<file path="src/sv/adms_pkg.sv">
`timescale 1ns / 1ps
// ----------------------------------------------------------------------------
// adms_pkg
// Shared widths, register indexes and helpers for the depth-first order core.
// ----------------------------------------------------------------------------
package adms_pkg;

  localparam int GRAPH_SIDE  = 8;
  localparam int NODE_W      = 3;
  localparam int LABEL_W     = 8;
  localparam int CFG_W       = 64;
  localparam int CFG_IDX_W   = 1;
  localparam int NODE_COUNT_DEFAULT = 8;

  localparam logic [CFG_IDX_W-1:0] CFG_ADJACENCY = 1'd0;
  localparam logic [CFG_IDX_W-1:0] CFG_LABELS    = 1'd1;

  // start request handed from the front queue to the walker
  typedef struct packed {
    logic              valid;
    logic [NODE_W-1:0] node;
  } walk_req_t;

  function automatic logic [GRAPH_SIDE-1:0] adj_row(input logic [CFG_W-1:0] adj,
                                                    input logic [NODE_W-1:0] node);
    adj_row = adj[{node, 3'b000} +: GRAPH_SIDE];
  endfunction

  function automatic logic [LABEL_W-1:0] label_of(input logic [CFG_W-1:0] labels,
                                                  input logic [NODE_W-1:0] node);
    label_of = labels[{node, 3'b000} +: LABEL_W];
  endfunction

endpackage

</file>
<file path="src/sv/adms_if.sv">
`timescale 1ns / 1ps
// ----------------------------------------------------------------------------
// adms_start_if / adms_result_if
// Valid/ready channels carrying start nodes in and preorder results out.
// ----------------------------------------------------------------------------
interface adms_start_if import adms_pkg::*; ();
  logic              valid;
  logic              ready;
  logic [NODE_W-1:0] start_node;

  modport source (output valid, output start_node, input ready);
  modport sink   (input valid, input start_node, output ready);
endinterface

interface adms_result_if import adms_pkg::*; ();
  logic               valid;
  logic               ready;
  logic [NODE_W-1:0]  node_index;
  logic [LABEL_W-1:0] node_label;
  logic               last_of_walk;

  modport source (output valid, output node_index, output node_label,
                  output last_of_walk, input ready);
  modport sink   (input valid, input node_index, input node_label,
                  input last_of_walk, output ready);
endinterface

</file>
<file path="src/sv/adms_front.sv">
`timescale 1ns / 1ps
// ----------------------------------------------------------------------------
// adms_front
// Two-entry queue of start nodes in front of the walker.
// ----------------------------------------------------------------------------
module adms_front import adms_pkg::*; (
  input  logic              clk,
  input  logic              rst_n,
  adms_start_if.sink        in_ch,
  input  logic              req_pop,
  output walk_req_t         req
);

  logic [NODE_W-1:0] slot_r [2];
  logic              wr_ptr_r, wr_ptr_nxt;
  logic              rd_ptr_r, rd_ptr_nxt;
  logic [1:0]        cnt_r, cnt_nxt;
  logic              push;
  logic              pop;

  assign in_ch.ready = (cnt_r != 2'd2);
  assign push        = in_ch.valid && in_ch.ready;
  assign pop         = req_pop && (cnt_r != 2'd0);

  assign req.valid = (cnt_r != 2'd0);
  assign req.node  = slot_r[rd_ptr_r];

  always_comb begin
    wr_ptr_nxt = wr_ptr_r ^ push;
    rd_ptr_nxt = rd_ptr_r ^ pop;
    cnt_nxt    = cnt_r + {1'b0, push} - {1'b0, pop};
  end

  always_ff @(posedge clk) begin
    if (!rst_n) begin
      wr_ptr_r <= 1'b0;
      rd_ptr_r <= 1'b0;
      cnt_r    <= 2'd0;
    end else begin
      wr_ptr_r <= wr_ptr_nxt;
      rd_ptr_r <= rd_ptr_nxt;
      cnt_r    <= cnt_nxt;
    end
  end

  always_ff @(posedge clk) begin
    if (push) begin
      slot_r[wr_ptr_r] <= in_ch.start_node;
    end
  end

endmodule

</file>
<file path="src/sv/adms_walk.sv">
`timescale 1ns / 1ps
// ----------------------------------------------------------------------------
// adms_walk
// Depth-first walker: node stack, visited set and one-deep result hold-back.
// ----------------------------------------------------------------------------
module adms_walk import adms_pkg::*; #(
  parameter int NODE_COUNT = NODE_COUNT_DEFAULT
) (
  input  logic              clk,
  input  logic              rst_n,
  input  logic [CFG_W-1:0]  adj,
  input  logic [CFG_W-1:0]  labels,
  input  walk_req_t         req,
  output logic              req_pop,
  adms_result_if.source     out_ch
);

  logic                  busy_r, busy_nxt;
  logic [NODE_COUNT-1:0] visited_r, visited_nxt;
  logic [NODE_W-1:0]     stack_r [GRAPH_SIDE];
  logic [NODE_W:0]       depth_r, depth_nxt;
  logic [NODE_W-1:0]     pend_node_r, pend_node_nxt;

  logic                  out_valid_r, out_valid_nxt;
  logic [NODE_W-1:0]     out_node_r;
  logic [LABEL_W-1:0]    out_label_r;
  logic                  out_last_r;

  logic [NODE_W-1:0]     top_idx;
  logic [NODE_W-1:0]     cur;
  logic [GRAPH_SIDE-1:0] row;
  logic [NODE_COUNT-1:0] cand;
  logic [NODE_COUNT-1:0] first_hot;
  logic                  found;
  logic [NODE_W-1:0]     col;
  logic                  out_free;
  logic                  emit;
  logic                  emit_last;
  logic                  push_stack;

  assign top_idx   = NODE_W'(depth_r - 1'b1);
  assign cur       = stack_r[top_idx];
  assign row       = adj_row(adj, cur);
  assign cand      = row[NODE_COUNT-1:0] & ~visited_r;
  assign first_hot = cand & (~cand + 1'b1);
  assign found     = (cand != '0);
  assign out_free  = !out_valid_r || out_ch.ready;
  assign req_pop   = !busy_r && req.valid;

  always_comb begin
    col = '0;
    for (int i = NODE_COUNT - 1; i >= 0; i--) begin
      if (cand[i]) col = NODE_W'(i);
    end
  end

  always_comb begin
    busy_nxt      = busy_r;
    visited_nxt   = visited_r;
    depth_nxt     = depth_r;
    pend_node_nxt = pend_node_r;
    emit          = 1'b0;
    emit_last     = 1'b0;
    push_stack    = 1'b0;
    if (!busy_r) begin
      if (req.valid) begin
        busy_nxt      = 1'b1;
        depth_nxt     = (NODE_W+1)'(1);
        pend_node_nxt = req.node;
        for (int i = 0; i < NODE_COUNT; i++) begin
          visited_nxt[i] = (req.node == NODE_W'(i));
        end
      end
    end else if (found) begin
      // descend: the held node is now known not to be the last of the walk
      if (out_free) begin
        emit          = 1'b1;
        push_stack    = 1'b1;
        visited_nxt   = visited_r | first_hot;
        pend_node_nxt = col;
        depth_nxt     = depth_r + 1'b1;
      end
    end else if (depth_r == (NODE_W+1)'(1)) begin
      if (out_free) begin
        emit      = 1'b1;
        emit_last = 1'b1;
        busy_nxt  = 1'b0;
        depth_nxt = '0;
      end
    end else begin
      depth_nxt = depth_r - 1'b1;
    end
  end

  always_comb begin
    out_valid_nxt = out_valid_r;
    if (emit) begin
      out_valid_nxt = 1'b1;
    end else if (out_ch.ready) begin
      out_valid_nxt = 1'b0;
    end
  end

  always_ff @(posedge clk) begin
    if (!rst_n) begin
      busy_r      <= 1'b0;
      depth_r     <= '0;
      out_valid_r <= 1'b0;
    end else begin
      busy_r      <= busy_nxt;
      depth_r     <= depth_nxt;
      out_valid_r <= out_valid_nxt;
    end
  end

  always_ff @(posedge clk) begin
    visited_r   <= visited_nxt;
    pend_node_r <= pend_node_nxt;
    if (req_pop) begin
      stack_r[0] <= req.node;
    end else if (push_stack) begin
      stack_r[depth_r[NODE_W-1:0]] <= col;
    end
    if (emit) begin
      out_node_r  <= pend_node_r;
      out_label_r <= label_of(labels, pend_node_r);
      out_last_r  <= emit_last;
    end
  end

  assign out_ch.valid        = out_valid_r;
  assign out_ch.node_index   = out_node_r;
  assign out_ch.node_label   = out_label_r;
  assign out_ch.last_of_walk = out_last_r;

endmodule

</file>
<file path="src/sv/adjacency_matrix_dfs_order_core.sv">
`timescale 1ns / 1ps
// ----------------------------------------------------------------------------
// adjacency_matrix_dfs_order_core
// Depth-first preorder of an 8-node directed graph held in two registers.
// ----------------------------------------------------------------------------
// usage:
//   cfg port writes register 0 (adjacency bits, row*8+col) and register 1
//   (one label byte per node); write only while no walk is in flight.
//   in_ch carries a start node per item; items wait in a two-entry queue.
//   out_ch returns one item per visited node in preorder (index and label),
//   last_of_walk set on the final one of each walk.
// sequence:
//   the walker loads a start node, then steps down or back over its node
//   stack, one descent or backtrack per step. the first item enters the
//   output register from the first step after the load; the final one
//   appears when the stack empties.
// reset:
//   queue, walker and output register empty; both config registers zero.
// stall:
//   a full output register holds the walker at its next emit; backtrack
//   steps go on meanwhile. the input queue still takes up to two starts.
// ----------------------------------------------------------------------------
module adjacency_matrix_dfs_order_core import adms_pkg::*; #(
  parameter int NODE_COUNT = NODE_COUNT_DEFAULT
) (
  input  logic                 clk,
  input  logic                 rst_n,
  adms_start_if.sink           in_ch,
  adms_result_if.source        out_ch,
  input  logic                 cfg_we,
  input  logic [CFG_IDX_W-1:0] cfg_index,
  input  logic [CFG_W-1:0]     cfg_wdata
);

  logic [CFG_W-1:0] adj_r;
  logic [CFG_W-1:0] labels_r;
  walk_req_t        walk_req;
  logic             walk_pop;

  always_ff @(posedge clk) begin
    if (!rst_n) begin
      adj_r    <= '0;
      labels_r <= '0;
    end else if (cfg_we) begin
      unique case (cfg_index)
        CFG_ADJACENCY: adj_r    <= cfg_wdata;
        CFG_LABELS:    labels_r <= cfg_wdata;
        default: ;
      endcase
    end
  end

  adms_front u_front (
    .clk     (clk),
    .rst_n   (rst_n),
    .in_ch   (in_ch),
    .req_pop (walk_pop),
    .req     (walk_req)
  );

  adms_walk #(
    .NODE_COUNT (NODE_COUNT)
  ) u_walk (
    .clk     (clk),
    .rst_n   (rst_n),
    .adj     (adj_r),
    .labels  (labels_r),
    .req     (walk_req),
    .req_pop (walk_pop),
    .out_ch  (out_ch)
  );

`ifndef SYNTH
  a_pop_needs_req: assert property (@(posedge clk) disable iff (!rst_n)
    walk_pop |-> walk_req.valid)
    else $error("walker took a start from an empty queue");

  a_empty_queue_ready: assert property (@(posedge clk) disable iff (!rst_n)
    !walk_req.valid |-> in_ch.ready)
    else $error("empty start queue refused an item");

  a_reset_clears_out: assert property (@(posedge clk)
    !rst_n |=> !out_ch.valid)
    else $error("result valid after reset");
`endif

endmodule
</file>
<file path="src/flat_wrapper.sv">
// flat-port wrapper written by rule: the top's interface ports become plain ports
module adjacency_matrix_dfs_order_core_flat import adms_pkg::*;
#(
  parameter int NODE_COUNT = NODE_COUNT_DEFAULT
)
  (clk, rst_n, cfg_we, cfg_index, cfg_wdata, in_ch_valid, in_ch_start_node, in_ch_ready, out_ch_valid, out_ch_node_index, out_ch_node_label, out_ch_last_of_walk, out_ch_ready);
  adms_start_if in_ch_i ();
  adms_result_if out_ch_i ();
  input  logic clk;
  input  logic rst_n;
  input  logic cfg_we;
  input  logic [CFG_IDX_W-1:0] cfg_index;
  input  logic [CFG_W-1:0] cfg_wdata;
  input wire logic [$bits(in_ch_i.valid)-1:0] in_ch_valid;
  input wire logic [$bits(in_ch_i.start_node)-1:0] in_ch_start_node;
  output wire logic [$bits(in_ch_i.ready)-1:0] in_ch_ready;
  output wire logic [$bits(out_ch_i.valid)-1:0] out_ch_valid;
  output wire logic [$bits(out_ch_i.node_index)-1:0] out_ch_node_index;
  output wire logic [$bits(out_ch_i.node_label)-1:0] out_ch_node_label;
  output wire logic [$bits(out_ch_i.last_of_walk)-1:0] out_ch_last_of_walk;
  input wire logic [$bits(out_ch_i.ready)-1:0] out_ch_ready;
  assign in_ch_i.valid = in_ch_valid;
  assign in_ch_i.start_node = in_ch_start_node;
  assign in_ch_ready = in_ch_i.ready;
  assign out_ch_valid = out_ch_i.valid;
  assign out_ch_node_index = out_ch_i.node_index;
  assign out_ch_node_label = out_ch_i.node_label;
  assign out_ch_last_of_walk = out_ch_i.last_of_walk;
  assign out_ch_i.ready = out_ch_ready;
  adjacency_matrix_dfs_order_core #(.NODE_COUNT(NODE_COUNT)) u_core (.clk(clk), .rst_n(rst_n), .in_ch(in_ch_i), .out_ch(out_ch_i), .cfg_we(cfg_we), .cfg_index(cfg_index), .cfg_wdata(cfg_wdata));
endmodule
</file>
<file path="config.mk">
export PLATFORM = sky130hd
export DESIGN_NAME = adjacency_matrix_dfs_order_core_flat
export DESIGN_NICKNAME = d
export VERILOG_FILES = /design/src/sv/adms_pkg.sv /design/src/sv/adms_if.sv /design/src/sv/adms_front.sv /design/src/sv/adms_walk.sv /design/src/sv/adjacency_matrix_dfs_order_core.sv /design/src/flat_wrapper.sv
export SDC_FILE = /design/constraint.sdc
export NUM_CORES = 1
export LEC_CHECK = 0
export BUFFER_PORTS_ARGS = -buffer_cell sky130_fd_sc_hd__buf_2
export CAP_MARGIN = 20
export CORE_ASPECT_RATIO = 2
export CORE_MARGIN = 8
export CORE_UTILIZATION = 40
export CTS_CLUSTER_DIAMETER = 120
export DETAILED_ROUTE_END_ITERATION = 8
export SLEW_MARGIN = 20
export SYNTH_ARGS = -nofsm -noshare
export SYNTH_HDL_FRONTEND = slang
export SYNTH_SLANG_ARGS = --single-unit
</file>
<file path="constraint.sdc">
create_clock -name clk -period 4.5 [get_ports clk]
set_input_delay 0.45 -clock clk [delete_from_list [all_inputs] [get_ports clk]]
set_output_delay 0.45 -clock clk [all_outputs]
set_load 0.05 [all_outputs]
</file>
==> metrics <==
worst min-delay path class input pin to flop; Max VDD drop 352 uV; dpl cell area 0.00937 mm^2; Total Power 6.14 mW; setup slack, reg-to-reg 0.28 ns; DRC viols 0; vias in the first global route 6605; count leader, synth nand2_1; CTS Buffer Depth 2; Die Area 0.0271 mm^2; Area growth syn-to-layout 13.6%; IO Count 87; YS warnings 0; core region area 0.0215 mm^2; Worst-path clk slew 0.07 ns; multi-input logic area 0.00405 mm^2; Layout Nets 1026; Fmax 237 MHz; P_leak 3.67 nW; top-area cell type share of the netlist area 0.319; status finished, final reports clean; Clock Skew 0.00825 ns; Routed Antenna Nets 0; RSZ-0062 raised after global routing no; Global Route Usage Sum 0.185; Iteration-0 DRC Markers 406; Clock Sinks 192; Met2 Wirelength 14200 um; Synth top cells by count nand2_1 (286), dfxtp_1 (139), a21boi_0 (129), edfxtp_1 (53), clkbuf_1 (38); CTS tree yes; fin. max-slew vios 0; CP required 4.57 ns; CP Capture Type flop; Starting Density 0.406; Syn Nets 965; pre-CTS setup slack 0.314 ns; kind of critical path flop to flop; reg2reg path depth 11; largest net degree at the start of global routing 102; vias 6503; Area contributors post-synth dfxtp_1 (32%), edfxtp_1 (18%), nand2_1 (12%); Max-slew headroom 0.288; met3 wire len 723 um; final cycle utilization of the critical path 0.939; Period minus WS final 4.22 ns; DPL Wire Length 18500 um; Worst setup SP type flop; share of layout cells above drive strength 1 0.197; Initial DRT Pass Iterations 5; IO buf count 86; hold depth 1; number of synthesized flops with an enable pin 53; Yosys top cell by area dfxtp_1; initial antenna violation count 0; Async SR Flop Fraction 0; Syn Area/Cell 9.85 um^2; site row count 76; GRT overflow 0; Inst Count DP 1199; Crit Path Max Fanout 21; Sequential Area 0.00437 mm^2; design area 0.00990 mm^2; GP Congestion 0.917; final setup TNS 0 ns; Worst EP arrival 4.30 ns; number of CTS-inserted buffers 17; Hold Vio Cnt, Final 0; final setup vio count 0; FF+latch count, synth 192; DR vias/cell 5.28; Main synth FF type dfxtp_1; Worst Max-Slew Pin Slew 1.07 ns; PwrDens 620 mW/mm^2; Die X 120 um; Seq/Total Area, Yosys 0.502; number of fillers in the final layout 2116; max layer used met4; Die Y 225 um; Max Cap Viol 0; Synth cell types 51; worst setup margin 0.275 ns; htree depth 4; Post-Syn Area 0.00871 mm^2; Metal-1 WL 8640 um; first-pass GRT wire length 37400 um; ANT cells 0; wire per inst 20.1 um; post-synthesis cell count 885; CTS root buffer clkbuf_16; drt total wl 24700 um; worst skew pair latency 0.44 ns; fin cells 1232
per-stage QoR:
| step | util | hold slack [ns] |
|---|---|---|
| 2_1_floorplan | - | 0.424 |
| 3_3_place_gp | 0.436 | 0.447 |
| 3_5_place_dp | 0.436 | 0.455 |
| 4_1_cts | 0.460 | 0.175 |
| 5_1_grt | 0.461 | 0.190 |
| 6_report | 0.461 | 0.203 |
sequential cells by signal (all words and copies together), names as in the netlist, named ones only:
register / count
u_core.u_front.cnt_r: 2
u_core.u_walk.out_ch.node_label: 8
u_core.adj_r: 64
u_core.labels_r: 64
u_core.u_walk.out_ch.valid: 1
u_core.u_walk.busy_r: 1
u_core.u_walk.out_ch.last_of_walk: 1
u_core.u_walk.pend_node_r: 3
u_core.u_front.slot_r: 6
u_core.u_walk.stack_r: 24
u_core.u_walk.visited_r: 8
u_core.u_walk.out_ch.node_index: 3
u_core.u_walk.depth_r: 4
u_core.u_front.wr_ptr_r: 1
u_core.u_front.rd_ptr_r: 1
power by group:
part           internal [mW]  total [mW]  switching (mW)
clock network          0.712        1.36           0.649
logic                  0.965        2.44            1.47
registers               2.13        2.34           0.216
area by class of cell:
cell class | instances | share of cell area
Inverter | 9 | 0.00341
Multi-Input combinational cell | 622 | 0.409
Clock inverter | 12 | 0.00695
Tap cell | 273 | 0.0345
Sequential cell | 192 | 0.442
Timing Repair Buffer | 104 | 0.0594
Clock buffer | 20 | 0.0451
logic make-up (layout without fill, tap and decap cells):
kind of cell,after synthesis,after routing,share of synthesized area
AOI/OAI and AO/OA,190,190,0.158
xor gates and xnor gates,4,4,0.00617
adders and majority gates,7,7,0.0100
buffers and inverters,71,145,0.0356
DFF,192,192,0.502
muxes,65,65,0.119
and+or+nand+nor,356,356,0.169
per-layer routing:
metal	track usage	vias up
met1	0.175	3161
met4	0.106	0
li1	-	3164
met2	0.357	127
met5	0	-
met3	0.0352	51
worst max-delay path, cell delays in order, from the launching register on:
cell and delay [ns]:
dfxtp_1 0.44, inv_1 0.16, ha_1 0.47, mux4_2 0.37, mux2_2 0.50, mux2i_1 0.19, mux2i_1 0.22, a22o_1 0.30
nor3_4 0.09, nand2b_2 0.15, nand2_1 0.26, nor4_1 0.70
what timing repair did:
action,CTS,global route
gates resized for setup,0,1
hold buffers,0,0
setup buffers,0,0
setup endpoints to repair,0,11
final timing paths:
check | from | to
worst max register to register | u_core.u_walk.depth_r[1]$_SDFFE_PN0P_ | u_core.u_walk.stack_r[6][1]$_DFFE_PP_
worst max-delay path | u_core.u_walk.depth_r[1]$_SDFFE_PN0P_ | u_core.u_walk.stack_r[6][1]$_DFFE_PP_
worst min-delay path | in_ch_start_node[0] | u_core.u_front.slot_r[0][0]$_DFFE_PP_
worst min register to register | u_core.labels_r[43]$_SDFFE_PN0P_ | u_core.labels_r[43]$_SDFFE_PN0P_
cells in the final DEF, fill, tap and decap left out, drive strengths merged, types with 2 or more instances in the layout:
cell / n
ha: 7
nor2: 22
mux2i: 25
o21ai: 26
and2: 5
clkinv: 8
o21a: 3
xnor2: 3
a21oi: 10
nand2b: 5
mux2: 12
nor3: 7
and3: 3
clkinvlp: 2
edfxtp: 53
a31oi: 2
a22o: 2
a21bo: 2
clkbuf: 20
buf: 104
a32oi: 4
a22oi: 5
nor2b: 10
nor4: 7
nand3: 3
dfxtp: 139
a21boi: 129
inv: 11
mux4: 28
nor3b: 4
o31ai: 2
nand2: 286
(Power assumes the default switching activity.)
